File: config.mk
export PLATFORM = sky130hd
export DESIGN_NAME = drive_safety_supervisor
export DESIGN_NICKNAME = d
export VERILOG_FILES = /design/src/rtl/dss_pkg.sv /design/src/rtl/dss_decide.sv /design/src/rtl/drive_safety_supervisor.sv
export SDC_FILE = /design/constraint.sdc
export NUM_CORES = 1
export LEC_CHECK = 0
export ABC_AREA = 1
export BUFFER_PORTS_ARGS = -buffer_cell sky130_fd_sc_hd__buf_2
export CAP_MARGIN = 10
export CORE_MARGIN = 4
export CORE_UTILIZATION = 50
export CTS_CLUSTER_SIZE = 16
export DETAILED_ROUTE_END_ITERATION = 12
export GPL_ROUTABILITY_DRIVEN = 0
export PLACE_DENSITY_LB_ADDON = 0.12
export SYNTH_ARGS = -nofsm -noshare
export SYNTH_HDL_FRONTEND = slang
export SYNTH_SLANG_ARGS = --single-unit
File: constraint.sdc
create_clock -name clk -period 8.5 [get_ports clk]
set_clock_uncertainty 0.2 [all_clocks]
set_input_delay 0.425 -clock clk [delete_from_list [all_inputs] [get_ports clk]]
set_output_delay 0.425 -clock clk [all_outputs]
set_load 0.05 [all_outputs]
File: src/rtl/dss_pkg.sv
// Shared types, codes and helpers for the drive safety supervisor.
// No dependencies; imported by dss_decide and drive_safety_supervisor.
`default_nettype none

package dss_pkg;

    localparam int TIME_W = 32;
    localparam int DIST_W = 11;
    localparam int CFGD_W = 10;
    localparam int MS_W   = 16;
    localparam int PWM_W  = 10;
    localparam int REQ_W  = 16;
    localparam int CMD_W  = 3;
    localparam int SIDE_W = 2;
    localparam int ACT_W  = 4;

    localparam int S_TDATA_W  = 80;
    localparam int M_TDATA_W  = 24;
    localparam int CFG_IDX_W  = 3;
    localparam int CFG_DATA_W = 16;

    typedef enum logic [ACT_W-1:0] {
        ACT_STOP      = 4'd0,
        ACT_FWD       = 4'd1,
        ACT_REV       = 4'd2,
        ACT_ROTL      = 4'd3,
        ACT_ROTR      = 4'd4,
        ACT_AVD_RIGHT = 4'd5,
        ACT_AVD_LEFT  = 4'd6,
        ACT_AVD_REV   = 4'd7,
        ACT_TIMED_REV = 4'd8
    } action_t;

    localparam logic [CMD_W-1:0] CMD_STOP = 3'd0;
    localparam logic [CMD_W-1:0] CMD_FWD  = 3'd1;
    localparam logic [CMD_W-1:0] CMD_REV  = 3'd2;
    localparam logic [CMD_W-1:0] CMD_ROTL = 3'd3;
    localparam logic [CMD_W-1:0] CMD_ROTR = 3'd4;

    localparam logic [SIDE_W-1:0] SIDE_NONE  = 2'd0;
    localparam logic [SIDE_W-1:0] SIDE_LEFT  = 2'd1;
    localparam logic [SIDE_W-1:0] SIDE_RIGHT = 2'd2;

    localparam logic [CFG_IDX_W-1:0] REG_MIN_DIST  = 3'd0;
    localparam logic [CFG_IDX_W-1:0] REG_WARN_DIST = 3'd1;
    localparam logic [CFG_IDX_W-1:0] REG_SENS_LIM  = 3'd2;
    localparam logic [CFG_IDX_W-1:0] REG_CMD_TMO   = 3'd3;
    localparam logic [CFG_IDX_W-1:0] REG_AVD_TMO   = 3'd4;
    localparam logic [CFG_IDX_W-1:0] REG_AVD_SPEED = 3'd5;
    localparam logic [CFG_IDX_W-1:0] REG_PWM_MAX   = 3'd6;

    typedef struct packed {
        logic [CFGD_W-1:0] min_distance_cm;
        logic [CFGD_W-1:0] warn_distance_cm;
        logic [CFGD_W-1:0] sensor_limit_cm;
        logic [MS_W-1:0]   cmd_timeout_ms;
        logic [MS_W-1:0]   avoid_timeout_ms;
        logic [PWM_W-1:0]  avoid_speed;
        logic [PWM_W-1:0]  pwm_max;
    } dss_cfg_t;

    typedef struct packed {
        logic [TIME_W-1:0]        time_ms;
        logic signed [DIST_W-1:0] left_cm;
        logic signed [DIST_W-1:0] right_cm;
        logic [SIDE_W-1:0]        blocked_side;
        logic                     has_command;
        logic [CMD_W-1:0]         cmd;
        logic signed [REQ_W-1:0]  command_pwm;
    } dss_item_t;

    typedef struct packed {
        logic              link_armed;
        logic [TIME_W-1:0] last_command_time;
        logic              avoiding;
        logic [TIME_W-1:0] avoid_start_time;
        action_t           held_action;
        logic [PWM_W-1:0]  held_left_pwm;
        logic [PWM_W-1:0]  held_right_pwm;
    } dss_state_t;

    // x/3 for 10-bit x: multiply by 683/2048, exact over the whole range
    function automatic logic [PWM_W-1:0] div3(input logic [PWM_W-1:0] x);
        logic [20:0] p;
        p = 21'(x) * 21'd683;
        return p[20:11];
    endfunction

endpackage

`default_nettype wire

File: src/rtl/dss_decide.sv
// Decision logic for one control period: priority checks, avoidance, command.
// Depends on dss_pkg. Purely combinational, evaluated between input and result registers.
`default_nettype none

module dss_decide (
    input  wire dss_pkg::dss_cfg_t   cfg,
    input  wire dss_pkg::dss_item_t  item,
    input  wire dss_pkg::dss_state_t st_cur,
    output dss_pkg::dss_state_t      st_nxt,
    output logic                     issued
);
    import dss_pkg::*;

    logic              armed;
    logic [TIME_W-1:0] last_cmd;
    logic [TIME_W-1:0] since_cmd;
    logic [TIME_W-1:0] start_t;
    logic [TIME_W-1:0] since_avoid;
    logic              l_danger;
    logic              r_danger;
    logic              l_clear;
    logic              r_clear;
    logic              cleared;
    logic [PWM_W-1:0]  pwm;
    logic [PWM_W-1:0]  spd_half;
    logic [PWM_W-1:0]  spd_third;

    assign armed     = st_cur.link_armed | item.has_command;
    assign last_cmd  = item.has_command ? item.time_ms : st_cur.last_command_time;
    assign since_cmd = item.time_ms - last_cmd;
    assign start_t   = st_cur.avoiding ? st_cur.avoid_start_time : item.time_ms;
    assign since_avoid = item.time_ms - start_t;

    assign l_danger = !item.left_cm[DIST_W-1]
                      && (item.left_cm[DIST_W-2:0] < cfg.sensor_limit_cm)
                      && (item.left_cm[DIST_W-2:0] < cfg.min_distance_cm);
    assign r_danger = !item.right_cm[DIST_W-1]
                      && (item.right_cm[DIST_W-2:0] < cfg.sensor_limit_cm)
                      && (item.right_cm[DIST_W-2:0] < cfg.min_distance_cm);
    assign l_clear  = !item.left_cm[DIST_W-1]
                      && (item.left_cm[DIST_W-2:0] > cfg.warn_distance_cm);
    assign r_clear  = !item.right_cm[DIST_W-1]
                      && (item.right_cm[DIST_W-2:0] > cfg.warn_distance_cm);

    assign spd_half  = cfg.avoid_speed >> 1;
    assign spd_third = div3(cfg.avoid_speed);

    always_comb
    begin
        if (item.command_pwm[REQ_W-1])
            pwm = '0;
        else if (item.command_pwm[REQ_W-2:0] > 15'(cfg.pwm_max))
            pwm = cfg.pwm_max;
        else
            pwm = item.command_pwm[PWM_W-1:0];
    end

    always_comb
    begin
        case (item.blocked_side)
            SIDE_LEFT:  cleared = l_clear;
            SIDE_RIGHT: cleared = r_clear;
            default:    cleared = l_clear && r_clear;
        endcase
    end

    always_comb
    begin
        st_nxt = st_cur;
        st_nxt.link_armed = armed;
        st_nxt.last_command_time = last_cmd;
        issued = 1'b0;

        if (l_danger || r_danger || !armed || (since_cmd > 32'(cfg.cmd_timeout_ms)))
        begin
            issued = 1'b1;
            st_nxt.held_action    = ACT_STOP;
            st_nxt.held_left_pwm  = '0;
            st_nxt.held_right_pwm = '0;
        end
        else if ((item.blocked_side != SIDE_NONE) && !cleared)
        begin
            issued = 1'b1;
            st_nxt.avoiding = 1'b1;
            st_nxt.avoid_start_time = start_t;
            if (since_avoid > 32'(cfg.avoid_timeout_ms))
            begin
                st_nxt.held_action    = ACT_TIMED_REV;
                st_nxt.held_left_pwm  = spd_half;
                st_nxt.held_right_pwm = spd_half;
            end
            else if (item.blocked_side == SIDE_LEFT)
            begin
                st_nxt.held_action    = ACT_AVD_RIGHT;
                st_nxt.held_left_pwm  = cfg.avoid_speed;
                st_nxt.held_right_pwm = spd_third;
            end
            else if (item.blocked_side == SIDE_RIGHT)
            begin
                st_nxt.held_action    = ACT_AVD_LEFT;
                st_nxt.held_left_pwm  = spd_third;
                st_nxt.held_right_pwm = cfg.avoid_speed;
            end
            else
            begin
                st_nxt.held_action    = ACT_AVD_REV;
                st_nxt.held_left_pwm  = cfg.avoid_speed;
                st_nxt.held_right_pwm = cfg.avoid_speed;
            end
        end
        else
        begin
            // side clear or none: avoidance ends, command may run
            st_nxt.avoiding = 1'b0;
            if (item.blocked_side != SIDE_NONE)
                st_nxt.avoid_start_time = start_t;
            if (item.has_command)
            begin
                case (item.cmd)
                    CMD_STOP:
                    begin
                        issued = 1'b1;
                        st_nxt.held_action    = ACT_STOP;
                        st_nxt.held_left_pwm  = '0;
                        st_nxt.held_right_pwm = '0;
                    end
                    CMD_FWD:
                    begin
                        issued = 1'b1;
                        st_nxt.held_action    = ACT_FWD;
                        st_nxt.held_left_pwm  = pwm;
                        st_nxt.held_right_pwm = pwm;
                    end
                    CMD_REV:
                    begin
                        issued = 1'b1;
                        st_nxt.held_action    = ACT_REV;
                        st_nxt.held_left_pwm  = pwm;
                        st_nxt.held_right_pwm = pwm;
                    end
                    CMD_ROTL:
                    begin
                        issued = 1'b1;
                        st_nxt.held_action    = ACT_ROTL;
                        st_nxt.held_left_pwm  = '0;
                        st_nxt.held_right_pwm = pwm;
                    end
                    CMD_ROTR:
                    begin
                        issued = 1'b1;
                        st_nxt.held_action    = ACT_ROTR;
                        st_nxt.held_left_pwm  = pwm;
                        st_nxt.held_right_pwm = '0;
                    end
                    default:
                    begin
                        issued = 1'b0;
                    end
                endcase
            end
        end
    end

endmodule

`default_nettype wire

File: src/rtl/drive_safety_supervisor.sv
// Drive safety supervisor: input register, decision logic, result register.
// m_tvalid rises once an accepted item has moved from the input register into the result register.
// Throughput: one item per cycle unless m_tready stalls the output; decision state updates as each
// item leaves the input register, so consecutive items see each other's effects.
// Reset (rst_n low, async): config to defaults, link disarmed, held action stop.
// Depends on dss_pkg and dss_decide.
`default_nettype none

module drive_safety_supervisor (
    input  wire logic                            clk,
    input  wire logic                            rst_n,
    input  wire logic                            s_tvalid,
    output logic                                 s_tready,
    // time_ms[31:0], left_cm[42:32], right_cm[53:43], blocked_side[55:54],
    // cmd[58:56], command_pwm[74:59], zero pad[79:75]
    input  wire logic [dss_pkg::S_TDATA_W-1:0]   s_tdata,
    // has_command
    input  wire logic                            s_tuser,
    output logic                                 m_tvalid,
    input  wire logic                            m_tready,
    // action[3:0], left_pwm[13:4], right_pwm[23:14]
    output logic [dss_pkg::M_TDATA_W-1:0]        m_tdata,
    // drive_issued
    output logic                                 m_tuser,
    input  wire logic                            cfg_valid,
    output logic                                 cfg_ready,
    input  wire logic [dss_pkg::CFG_IDX_W-1:0]   cfg_index,
    input  wire logic [dss_pkg::CFG_DATA_W-1:0]  cfg_data
);
    import dss_pkg::*;

    dss_cfg_t   cfg_reg;
    dss_state_t st_reg;
    dss_state_t st_next;
    dss_item_t  in_reg;
    logic       in_valid_reg;
    logic       out_valid_reg;
    logic       issued_next;
    logic       issued_reg;
    logic       advance;

    assign advance   = in_valid_reg && (!out_valid_reg || m_tready);
    assign s_tready  = !in_valid_reg || advance;
    assign cfg_ready = 1'b1;

    always_ff @(posedge clk or negedge rst_n)
    begin
        if (!rst_n)
        begin
            cfg_reg.min_distance_cm    <= 10'd20;
            cfg_reg.warn_distance_cm   <= 10'd40;
            cfg_reg.sensor_limit_cm    <= 10'd400;
            cfg_reg.cmd_timeout_ms     <= 16'd500;
            cfg_reg.avoid_timeout_ms   <= 16'd2000;
            cfg_reg.avoid_speed        <= 10'd150;
            cfg_reg.pwm_max            <= 10'd255;
        end
        else if (cfg_valid)
        begin
            unique case (cfg_index)
                REG_MIN_DIST:  cfg_reg.min_distance_cm    <= cfg_data[CFGD_W-1:0];
                REG_WARN_DIST: cfg_reg.warn_distance_cm   <= cfg_data[CFGD_W-1:0];
                REG_SENS_LIM:  cfg_reg.sensor_limit_cm    <= cfg_data[CFGD_W-1:0];
                REG_CMD_TMO:   cfg_reg.cmd_timeout_ms     <= cfg_data[MS_W-1:0];
                REG_AVD_TMO:   cfg_reg.avoid_timeout_ms   <= cfg_data[MS_W-1:0];
                REG_AVD_SPEED: cfg_reg.avoid_speed        <= cfg_data[PWM_W-1:0];
                REG_PWM_MAX:   cfg_reg.pwm_max            <= cfg_data[PWM_W-1:0];
                default:       cfg_reg <= cfg_reg;
            endcase
        end
    end

    // input register
    always_ff @(posedge clk or negedge rst_n)
    begin
        if (!rst_n)
            in_valid_reg <= 1'b0;
        else if (s_tready)
            in_valid_reg <= s_tvalid;
    end

    always_ff @(posedge clk)
    begin
        if (s_tready && s_tvalid)
        begin
            in_reg.time_ms      <= s_tdata[31:0];
            in_reg.left_cm      <= s_tdata[42:32];
            in_reg.right_cm     <= s_tdata[53:43];
            in_reg.blocked_side <= s_tdata[55:54];
            in_reg.cmd          <= s_tdata[58:56];
            in_reg.command_pwm  <= s_tdata[74:59];
            in_reg.has_command  <= s_tuser;
        end
    end

    dss_decide u_decide (
        .cfg    (cfg_reg),
        .item   (in_reg),
        .st_cur (st_reg),
        .st_nxt (st_next),
        .issued (issued_next)
    );

    always_ff @(posedge clk or negedge rst_n)
    begin
        if (!rst_n)
        begin
            st_reg.link_armed        <= 1'b0;
            st_reg.last_command_time <= '0;
            st_reg.avoiding          <= 1'b0;
            st_reg.avoid_start_time  <= '0;
            st_reg.held_action       <= ACT_STOP;
            st_reg.held_left_pwm     <= '0;
            st_reg.held_right_pwm    <= '0;
        end
        else if (advance)
        begin
            st_reg <= st_next;
        end
    end

    // result register
    always_ff @(posedge clk or negedge rst_n)
    begin
        if (!rst_n)
            out_valid_reg <= 1'b0;
        else if (advance)
            out_valid_reg <= 1'b1;
        else if (m_tready)
            out_valid_reg <= 1'b0;
    end

    always_ff @(posedge clk)
    begin
        if (advance)
            issued_reg <= issued_next;
    end

    assign m_tvalid = out_valid_reg;
    assign m_tuser  = issued_reg;
    assign m_tdata  = {st_reg.held_right_pwm, st_reg.held_left_pwm, st_reg.held_action};

endmodule

`default_nettype wire
==> results of run 1 <==
[where the power goes]
| group | switching [mW] | total (mW) | internal [mW] | leakage (nW) |
|---|---|---|---|---|
| clock | 0.510 | 1.29 | 0.780 | 0.495 |
| combinational | 1.79 | 2.79 | 1.01 | 9.09 |
| sequential | 0.115 | 1.55 | 1.43 | 2.93 |
| total | 2.41 | 5.63 | 3.22 | 12.5 |
[layout make-up]
class / instances / area, um2
flip-flops and latches: 251 / 6710
clock buffers: 44 / 885
well taps: 525 / 657
fillers: 3814 / 16900
repair buffers: 222 / 1570
inverters: 472 / 1770
clock inverters: 10 / 121
multi-input cells: 2019 / 11400
[synthesized netlist by cell type, types with 32 or more instances]
cell,n,area share [%]
sky130_fd_sc_hd__a21oi_1,101,2.5
sky130_fd_sc_hd__clkbuf_1,38,0.70
sky130_fd_sc_hd__dfrtp_1,143,18
sky130_fd_sc_hd__edfxtp_1,77,11
sky130_fd_sc_hd__ha_1,225,14
sky130_fd_sc_hd__inv_1,466,8.6
sky130_fd_sc_hd__nand2_1,924,17
sky130_fd_sc_hd__nand2_2,42,1.3
sky130_fd_sc_hd__nand3_1,115,2.8
sky130_fd_sc_hd__nor2_1,164,3.0
sky130_fd_sc_hd__o21ai_0,238,5.9
sky130_fd_sc_hd__o21ai_2,32,1.4
[worst max-delay path by stage]
stage	start	cells after the start	slack (ns)	to
after global placement	st_reg[56]$_DFFE_PN0P_	29	2.97	m_tdata[22]$_DFFE_PN0P_
after CTS	st_reg[56]$_DFFE_PN0P_	29	2.88	m_tdata[22]$_DFFE_PN0P_
after detailed placement	st_reg[56]$_DFFE_PN0P_	29	2.92	m_tdata[22]$_DFFE_PN0P_
after floorplan	cfg_reg[17]$_DFFE_PN1P_	24	3.96	m_tdata[18]$_DFFE_PN0P_
after global routing	st_reg[56]$_DFFE_PN0P_	29	2.47	m_tdata[22]$_DFFE_PN0P_
final	st_reg[56]$_DFFE_PN0P_	29	2.79	m_tdata[22]$_DFFE_PN0P_
[critical path, delay by kind of cell (launching register included)]
family,cells,cell delay (ns)
xor+xnor,1,0.33
buf+inv,4,1.35
fa+ha+maj,2,0.70
compound gates,2,0.27
flops,1,0.50
simple gates,20,2.30
[metal layers]
layer,track usage [%],wire length (um),vias to the layer above
met5,0,0,-
met4,6.86,1530,0
met3,3.54,3330,93
met2,38.5,23800,488
met1,35.2,25700,8356
li1,-,-,9285
[logic make-up (layout without fill, tap and decap cells)]
kind of cell	after synthesis	count (layout)	synth area share, %
compound gates	407	407	11.0
buf+inv	555	748	11.2
simple gates	1324	1324	27.0
fa+ha+maj	249	249	16.2
xor+xnor	36	36	1.55
mux	2	2	0.0984
flops	251	251	32.9
other cells	1	1	0.0184
==> summary by stage, run 1 <==
Outcome
The flow ran to the end, and the final reports show no timing, DRC or antenna violations.

Cells and area
The most common library cell in the layout ignoring fill and taps is sky130_fd_sc_hd__nand2_1. The register with the most flip-flops in the layout has 82 of them. The area added between synthesis and finish is 13.4%.

In the final design database the tool counted 3349 nets. In the layout the commonest cells are sky130_fd_sc_hd__nand2_1 (923), sky130_fd_sc_hd__inv_1 (465), sky130_fd_sc_hd__o21ai_0 (238), sky130_fd_sc_hd__ha_1 (225), sky130_fd_sc_hd__nor2_1 (164). The number of antenna diodes in the final layout is 0.

The share of final-layout standard cells stronger than drive strength 1 is 10.6%. The number of cells in the finished layout apart from fillers is 3543. The finished cells cover 23100 um2. The post-route core utilization is 57.7%.

Timing
The worst path uses 67.2% of the clock period. Setup repair after global routing left no endpoint under its margin. In the final timing run, aggregate negative setup slack is 0 ns. The smallest setup slack after layout is 2.79 ns.

Based on the critical path, the design can be clocked at up to 0.175 GHz. At the pin with the least slew margin, the transition time is 1.07 ns. The final critical-path required period is 5.71 ns. Setup violations remaining at the end of the flow were counted as 0.

The number of slew-limit violations in the final report is 0. Headroom to the max-slew limit came out at roughly 29%. The number of endpoints with negative hold slack in the final report is 0. Hold timing on the final database bottoms out at a slack of 0.0752 ns.

Clock tree
Counting every sink on the clock net gives around 250. In this run the deepest clock path goes through 3 buffers. The TritonCTS buffer count is 29. After clock tree synthesis, the setup repair step added 0 buffers. The buffer cell driving the clock tree root is sky130_fd_sc_hd__clkbuf_16. TritonCTS built the clock tree. The source-to-sink clock delay at the later pin of the worst-skew pair is roughly 0.58 ns. The post-CTS resize count is 0. The number of H-tree levels is 1. The clock-pin slew reported for the worst setup and hold paths after clock tree synthesis is 0.06 ns. The post-cts hold buffer count is 86.

Detailed routing
Summed over all layers, the routed wires come to 54400 um. The number of nets with antenna violations after routing is 0. The DRC violations left is 0. After detailed routing, the average wire length per cell comes to 15.3 um.

For this run, the detailed router's first-pass iteration total came to 6. Summing over every cut layer, the via total after detailed routing is approximately 18000. In this run, the number of DRC markers left after iteration 0 of detailed routing was 1425. The number of vias per cell after detailed routing is 5.14.

Die
The die outline height is 210 um. The die covers 44000 um2. For this configuration, the core starts out at a cell density of 50.9%. The horizontal die dimension is 210 um. Pin placement for this block handled 133 I/O pins.

The count of standard-cell rows is 73. The area of the core region is around 40000 um2.

Hold path
The startpoint identified for the worst hold timing path is cfg_data[3]. Counting instances, the worst hold path has a depth of 3. The sink of the worst hold path is cfg_reg[75]$_DFFE_PN0P_.

The worst min-delay path class is in2reg.

Setup path
The critical path arrival is 6.03 ns. The required time of the critical path is approximately 8.8 ns. In this run the worst path has a maximum fanout of 42. The worst setup path is launched from a register.

The launching point of the worst reg2reg path is st_reg[56]$_DFFE_PN0P_. The worst register-to-register path has a depth of 29. In this run the critical register-to-register path is captured at m_tdata[22]$_DFFE_PN0P_.

The endpoint class of the critical path is a register. On the worst path, the slowest cell contributes a delay of 0.55 ns. The critical path start-end classification is reg2reg. The setup slack of the worst register-to-register path is around 2.8 ns. The most frequent cell on the critical path is sky130_fd_sc_hd__nand2_1. Among all stages on the critical path, the largest delay is contributed by sky130_fd_sc_hd__inv_1.

Placement
The worst setup slack after placement is a little under 3 ns. The placed instances occupy a cell area of 21200 um2. Detailed placement finished with a half-perimeter wire length of 42800 um. Counting tap cells, the placed design contains a total of around 3400 instances. The count of buffers added on input and output ports is 126.

Global routing
The global route total overflow is 0. Global routing used 24.4% of the available tracks across all layers. The number of global-route vias before repair is about 17000. The initial antenna violation count came to 0. The global-route wire length before repair is 88500 um.

Entering global routing, the biggest net connects a little under 80 pins.

Logic synthesis
Synthesis inferred 251 register bits. The number of warnings reported in the yosys synthesis log is 0. The mapped netlist covers 20400 um2. After synthesis, flip-flops and latches occupy 32.9% of the total area. The post-synthesis net count is approximately 3200. The count of flip-flops with a built-in enable after synthesis is 77. The share of flip-flops with an asynchronous set or reset is approximately 69%. Each instance of the synthesized netlist takes up on average slightly above 7 um2.

The most used flip-flop cell after synthesis is sky130_fd_sc_hd__dfrtp_1. Counting distinct cell types in the post-synthesis netlist gives 48. The cell count after synthesis came out at 2825.

Power
The leakage power total is 12.5 nW. VDD sags by at most 0.000182 V. The power consumption is 5.63 mW. The power per unit of standard cell area is 244 nW/um2.

Flow run
Max-cap violations in this run came to 0.
No activity file was read; power rests on OpenSTA's default activity.
==> run 2, diff against run 1 <==
==> constraint.sdc (replaced) <==
create_clock -name clk -period 5.6 [get_ports clk]
set_clock_uncertainty 0.2 [all_clocks]
set_input_delay 0.28 -clock clk [delete_from_list [all_inputs] [get_ports clk]]
set_output_delay 0.28 -clock clk [all_outputs]
set_load 0.05 [all_outputs]
==> summary by stage, run 2 (synthesized netlist as in run 1, its figures left out) <==
Outcome
The flow ran to the end, and the final reports show no timing, DRC or antenna violations.

Die
The initial utilization of the core area, before any placement, comes to between 50% and 60%. The area of the core region is between 40000 and 50000 um2. The horizontal die dimension is between 200 and 250 um. The count of standard-cell rows is 73. The area of the die is 44000 um2. The die is 210 um tall. The number of ports placed on the die boundary is between 100 and 150.

Cells and area
The number of flip-flops in the largest register is 82. The summed area of non-filler cells in the final layout is 23200 um2. Relative to the synthesized area, the layout overhead comes to 14.0%.

The number of diodes added for antenna fixing is 0. Leaving out fill and tap cells, the most frequent cell in the layout is sky130_fd_sc_hd__nand2_1. For this run, the post-layout net count is 3361. The sequential cell area is 6710 um2. The area of the multi-input gates is 11400 um2. The share of final-layout standard cells stronger than drive strength 1 is 10.7%. The post-route core utilization is 58.0%. For this run, the number of standard cells in the final layout without fillers is about 3600. In the layout the commonest cells are sky130_fd_sc_hd__nand2_1 (923), sky130_fd_sc_hd__inv_1 (465), sky130_fd_sc_hd__o21ai_0 (238), sky130_fd_sc_hd__ha_1 (225), sky130_fd_sc_hd__nor2_1 (164). The layout has roughly 3800 filler cells.

Global routing
The largest net degree at the start of global routing is 108. In the global route stage, overall resource usage came out at 24.5%. The met1 usage in global routing is 36.3%.

The initial antenna violation count is 0. The number of global-route vias before repair was 17228. The total overflow left after global routing is 0. For this run, global-route usage on met3 was measured as 3.11%.

Global routing used slightly below 40% of the available met2 tracks. The first global-routing pass estimated a little under 90000 um of wire. The most utilized layer in the global route result is met2.

Timing
Setup violations remaining at the end of the flow were counted as 0. The worst pin sits at a relative slew slack of 28.3%. The number of endpoints with negative hold slack in the final report is 0.

The actual slew at the worst max-slew pin is roughly 1.1 ns. The final critical-path required period is 4.92 ns. Setup repair after global routing left no endpoint under its margin. Summed over all failing endpoints, the final setup total negative slack is 0 ns. The final worst-path cycle share is 87.8%. For this run, the top clock speed supported by timing is 0.203 GHz.

The number of slew-limit violations in the final report came to 0.

Detailed routing
The first-pass iteration count of the detailed router is 6. The average routed wire per standard cell is 15.3 um. For this run, design rule violations remaining after detail routing come to 0. The total via count after detailed routing is 18259.

After the first detailed-routing iteration, the DRC count stood at 1567. The detail route stage leaves a number of antenna-violating nets equal to 0. The routed wire length is 54200 um.

The number of vias per cell after detailed routing is between 5 and 6.

Placement
The port buffer count is 126. The detailed placer's ending HPWL is 42300 um. After detailed placement, the total cell area comes to 21300 um2. Counting tap cells, the placed design contains a total of 3405 instances.

Setup path
Counting both buffers and inverters, the worst setup path holds a total of 4. The required time of the critical path is about 5.9 ns. The most frequent cell on the critical path is sky130_fd_sc_hd__nand2_1. The cell with the largest stage delay on the worst path is sky130_fd_sc_hd__dfstp_2. The critical path start-end classification is reg2reg. STA classifies the critical path startpoint as a register. The endpoint class of the critical path is a register. The biggest cell delay along the critical path is 0.63 ns. The kind of cell adding the most delay to the critical path is adder cells. The critical path goes through ha_1, ha_1, inv_1, fa_1, inv_1, fa_1, inv_1, fa_1, inv_1, ha_1, nand2_1, nor2_1, nand4_1, nor2_1, nor2_1, o21ai_0, xnor2_1, nand2_1, nand2_1, nand3_1, nand2_1, nand2_1, nand2_1, nand2_1. STA puts the critical path data arrival time at a little over 5 ns.

Of all nets on the critical path, the largest fanout is 6.

Clock tree
CTS built an H-tree with a depth of 1. The tree is rooted in a sky130_fd_sc_hd__clkbuf_16. Clock-pin slew was measured on the worst setup and hold paths at ~0.060 ns. Clock tree synthesis inserted a total of 29 buffers. The clock passes through at most 3 buffers. The number of sinks driven by the clock tree is 251. The number of gates resized after CTS was 0. The CTS tree is done. The source-to-sink clock delay at the later pin of the worst-skew pair is 0.58 ns.

Flow run
The reported max-cap violation count is 0.

Power
The power per unit of standard cell area is ~370 nW/um2. The maximum vdd ir drop is roughly 0.00025 V. The leakage power total is 12.6 nW.

Hold path
In this run the worst hold path is classified as in2reg.
-- run 2: cell count changes in the layout (fill, tap and decap cells not counted), moves of 2 or more --
cell	change
sky130_fd_sc_hd__dlygate4sd3_1	+10
sky130_fd_sc_hd__buf_12	+3
sky130_fd_sc_hd__clkbuf_1	-2
sky130_fd_sc_hd__clkinv_2	+2
-- run 2: layer usage --
metal,vias to the layer above,routed length [um],part of all wire [%]
li1,9292,-,-
met2,494,24200,45
met1,8407,25800,48
met3,66,3230,6.0
met4,0,1020,1.9
met5,-,0,0
-- run 2: area by class of cell --
class	instances	share of cell area, %
clock inverters	12	0.453
flip-flops and latches	251	28.9
well taps	525	2.83
clock buffers	42	3.73
inverters	472	7.64
repair buffers	234	7.44
multi-input cells	2019	49.0
-- run 2: worst paths after layout --
kind	startpoint	end	slack [ns]	cells past startpoint
setup / recovery	cfg_reg[17]$_DFFE_PN1P_	m_tdata[18]$_DFFE_PN0P_	0.68	24
hold / removal	cfg_data[9]	cfg_reg[29]$_DFFE_PN1P_	0.01	3
setup reg to reg	cfg_reg[17]$_DFFE_PN1P_	m_tdata[18]$_DFFE_PN0P_	0.68	24
hold reg to reg	m_tdata[6]$_DFFE_PN0P_	m_tdata[6]$_DFFE_PN0P_	0.27	2
max in group asynchronous	rst_n	st_reg[65]$_DFFE_PN0P_	4.07	3
min in group asynchronous	rst_n	m_tdata[16]$_DFFE_PN0P_	0.09	2
-- run 2: per-stage QoR --
step                setup slack [ns]  hold slack, ns  total power, mW
finish                         0.684          0.0104             8.50
global route                   0.298          0.0249             9.34
CTS                            0.654         0.00535             8.53
detailed placement             0.692           0.138             6.52
global placement               0.741           0.123             6.42
floorplan                       1.06          -0.216             5.46
-- run 2: timing repair --
action,in CTS,in global routing
hold endpoints to repair,206,0
hold buffers,96,0
buffers inserted,0,0
-- run 2: worst reg2reg max path: stages (launching register included) --
cell and delay, ns:
sky130_fd_sc_hd__dfstp_2 0.63, sky130_fd_sc_hd__ha_1 0.28, sky130_fd_sc_hd__ha_1 0.28, sky130_fd_sc_hd__inv_1 0.05, sky130_fd_sc_hd__fa_1 0.53, sky130_fd_sc_hd__inv_1 0.05
sky130_fd_sc_hd__fa_1 0.49, sky130_fd_sc_hd__inv_1 0.06, sky130_fd_sc_hd__fa_1 0.50, sky130_fd_sc_hd__inv_1 0.04, sky130_fd_sc_hd__ha_1 0.32, sky130_fd_sc_hd__nand2_1 0.09
sky130_fd_sc_hd__nor2_1 0.12, sky130_fd_sc_hd__nand4_1 0.10, sky130_fd_sc_hd__nor2_1 0.13, sky130_fd_sc_hd__nor2_1 0.09, sky130_fd_sc_hd__o21ai_0 0.19, sky130_fd_sc_hd__xnor2_1 0.17
sky130_fd_sc_hd__nand2_1 0.07, sky130_fd_sc_hd__nand2_1 0.07, sky130_fd_sc_hd__nand3_1 0.07, sky130_fd_sc_hd__nand2_1 0.08, sky130_fd_sc_hd__nand2_1 0.05, sky130_fd_sc_hd__nand2_1 0.09
sky130_fd_sc_hd__nand2_1 0.04
-- run 2: power by group --
group	internal (mW)	leakage (nW)	switching, mW	total, mW
Sequential	2.18	2.93	0.167	2.35
Combinational	1.53	9.16	2.72	4.26
Clock	1.12	0.483	0.782	1.90
==> run 3, diff against run 2 <==
==> constraint.sdc (replaced) <==
create_clock -name clk -period 5.66 [get_ports clk]
set_clock_uncertainty 0.2 [all_clocks]
set_input_delay 0.283 -clock clk [delete_from_list [all_inputs] [get_ports clk]]
set_output_delay 0.283 -clock clk [all_outputs]
set_load 0.05 [all_outputs]
==> summary by stage, run 3 (synthesized netlist as in run 1, its figures left out) <==
Timing
Setup violations remaining at the end of the flow were counted as 0. On the final layout, the worst hold slack is 0.0952 ns. Setup repair after global routing left no endpoint under its margin. The worst path uses 87.5% of the clock period. The number of slew-limit violations in the final report is 0. The number of endpoints with negative hold slack in the final report is 0. The setup TNS is 0 ns. The actual slew at the worst max-slew pin is 1.10 ns.

The worst pin sits at a relative slew slack of 26.6%. Timing would allow up to 0.202 GHz. The worst path needs 4.96 ns of the cycle, external delays included.

Die
The area of the die is 44000 um2. The die outline height is approximately 210 um. The horizontal die dimension is 210 um. The initial utilization of the core area, before any placement, comes to 50.9%. The count of standard-cell rows is 73. The area of the core region is between 40000 and 50000 um2. The number of ports placed on the die boundary is ~130.

Power
The power per unit of standard cell area is 364 nW/um2. The leakage power total is 12.6 nW. Across the VDD grid, the largest voltage drop is 0.000264 V. Overall power consumption after layout is estimated at 8.45 mW.

Placement
The post-place instance area is ~21000 um2. The port buffer count is between 100 and 150. The detailed placer's ending HPWL is around 42000 um.

Detailed routing
In the routed layout, each cell is associated on average with a via count of approximately 5.1. In the final routed layout, each cell accounts on average for about 15 um. In this run the remaining antenna-violating nets after routing total 0. The routed wire length is between 50000 and 60000 um. After the first detailed-routing iteration, the DRC count stood at 1396.

Before antenna repair, the detailed router went through 5 iterations. After detailed routing, the number of remaining DRC violations is 0. The total via count after detailed routing is between 15000 and 20000.

Cells and area
The post-route netlist has 10.6% of its cells at a drive strength greater than 1. The sequential cells in the finished layout cover a total of approximately 6700 um2. The number of antenna diodes in the final layout is 0. In the layout the commonest cells are sky130_fd_sc_hd__nand2_1 (923), sky130_fd_sc_hd__inv_1 (465), sky130_fd_sc_hd__o21ai_0 (238), sky130_fd_sc_hd__ha_1 (225), sky130_fd_sc_hd__nor2_1 (164). Once layout is done, the placed cells without fillers occupy between 20000 and 25000 um2. The final layout contains 3360 nets. Leaving out fill and tap cells, the most frequent cell in the layout is sky130_fd_sc_hd__nand2_1. The filler cell count in the final layout is 3818.

The area added between synthesis and finish is 14.1%. The register with the most flip-flops in the layout has 82 of them. Summing all multi-input logic gate instances after layout gives 11400 um2.

Setup path
In this run the worst path has a maximum fanout of 7. The endpoint class of the critical path is a register. The startpoint identified for the worst register-to-register timing path is cfg_reg[12]$_DFFE_PN1P_. The worst setup path is of the reg2reg kind. For the worst setup path, the data arrival time is about 5.2 ns.

The critical path startpoint category is a register. The critical path starts at cfg_reg[12]$_DFFE_PN1P_. The required time of the critical path is a little under 6 ns.

Clock tree
The TritonCTS buffer count is 30. The CTS tree is done. After clock tree synthesis, the clock-pin slew on the worst setup and hold paths is about 0.06 ns. No sink is reached through more buffers than the 3 on the longest clock path. The number of sinks driven by the clock tree is approximately 250. The buffers inserted during post-CTS setup optimization is 0. In this run the number of H-tree levels came out at 1. After clock tree synthesis, the repair step resized 0 gates. The number of hold buffers added after CTS was between 90 and 100. The source-to-sink clock delay at the later pin of the worst-skew pair is 0.59 ns. The root buffer cell chosen for the clock tree is sky130_fd_sc_hd__clkbuf_16.

Global routing
The initial antenna violation count is 0. The global route total overflow is 0. The number of global-route vias before repair came to 17394. The global-route wire length before repair is just under 90000 um. The largest net degree at the start of global routing is 104. Global routing consumed, over all layers together, 24.5% of the routing resources.

Flow run
Across the run, the number of max-cap violations was 0.

Hold path
The worst hold path belongs to the class in2async.

Outcome
The flow ran to the end, and the final reports show no timing, DRC or antenna violations.
run 3: cell count changes in the layout (fill, tap and decap cells not counted), sizes merged:
cell / delta
buf: -3
dlygate4sd3: +1
clkinvlp: +2
inv: -1
run 3: routing by layer:
layer	GRT usage (%)	vias to the layer above	routed length (um)
li1	-	9294	-
met1	35.9	8347	26100
met2	39.4	448	24200
met3	2.75	72	2870
met4	5.24	0	1190
met5	0	-	0
run 3: path summary, 6_finish.rpt:
kind                                      endpoint  slack, ns  cells past startpoint
max                        m_tdata[22]$_DFFE_PN0P_       0.70                     22
min reg2reg                m_tdata[20]$_DFFE_PN0P_       0.28                      2
max in group asynchronous   st_reg[30]$_DFFE_PN0P_       4.16                      3
min                        m_tdata[16]$_DFFE_PN0P_        0.1                      2
min in group clk              in_reg[50]$_DFFE_PP_       0.19                      2
max reg2reg                m_tdata[22]$_DFFE_PN0P_       0.70                     22
run 3: worst max-delay path, cell delays in order, from the launching register on:
cell and delay (ns):
sky130_fd_sc_hd__dfstp_2 0.64, sky130_fd_sc_hd__ha_1 0.29, sky130_fd_sc_hd__inv_1 0.10, sky130_fd_sc_hd__fa_1 0.44, sky130_fd_sc_hd__fa_1 0.51, sky130_fd_sc_hd__inv_1 0.05
sky130_fd_sc_hd__fa_1 0.40, sky130_fd_sc_hd__ha_1 0.30, sky130_fd_sc_hd__ha_1 0.36, sky130_fd_sc_hd__nand2_1 0.09, sky130_fd_sc_hd__nand2_1 0.06, sky130_fd_sc_hd__a21oi_1 0.23
sky130_fd_sc_hd__nor2_1 0.07, sky130_fd_sc_hd__nor3_1 0.32, sky130_fd_sc_hd__nand2_1 0.09, sky130_fd_sc_hd__nand2_1 0.07, sky130_fd_sc_hd__nand2_1 0.06, sky130_fd_sc_hd__o21ai_0 0.14
sky130_fd_sc_hd__nand3_1 0.10, sky130_fd_sc_hd__nand2_1 0.11, sky130_fd_sc_hd__nand2_1 0.06, sky130_fd_sc_hd__nand2_1 0.09, sky130_fd_sc_hd__nand2_1 0.04
run 3: stage by stage:
step / std cells / setup WS, ns / util (%)
floorplan: 2825 / 1.12 / -
global placement: 3402 / 0.811 / 53.2
detailed placement: 3402 / 0.777 / 53.2
CTS: 3554 / 0.736 / 58.0
global route: 3554 / 0.304 / 58.0
finish: 3554 / 0.705 / 58.0
run 3: cell type report:
cell class,instances,area share (%)
Multi-Input combinational cell,2019,49.0
Tap cell,525,2.83
Timing Repair Buffer,232,7.43
Sequential cell,251,28.9
Clock inverter,13,0.539
Clock buffer,42,3.69
Inverter,472,7.64
run 3: power breakdown:
part           leakage [nW]  internal (mW)  switching, mW
combinational          9.16           1.52           2.71
sequential             2.93           2.16          0.171
clock                 0.475           1.10          0.788
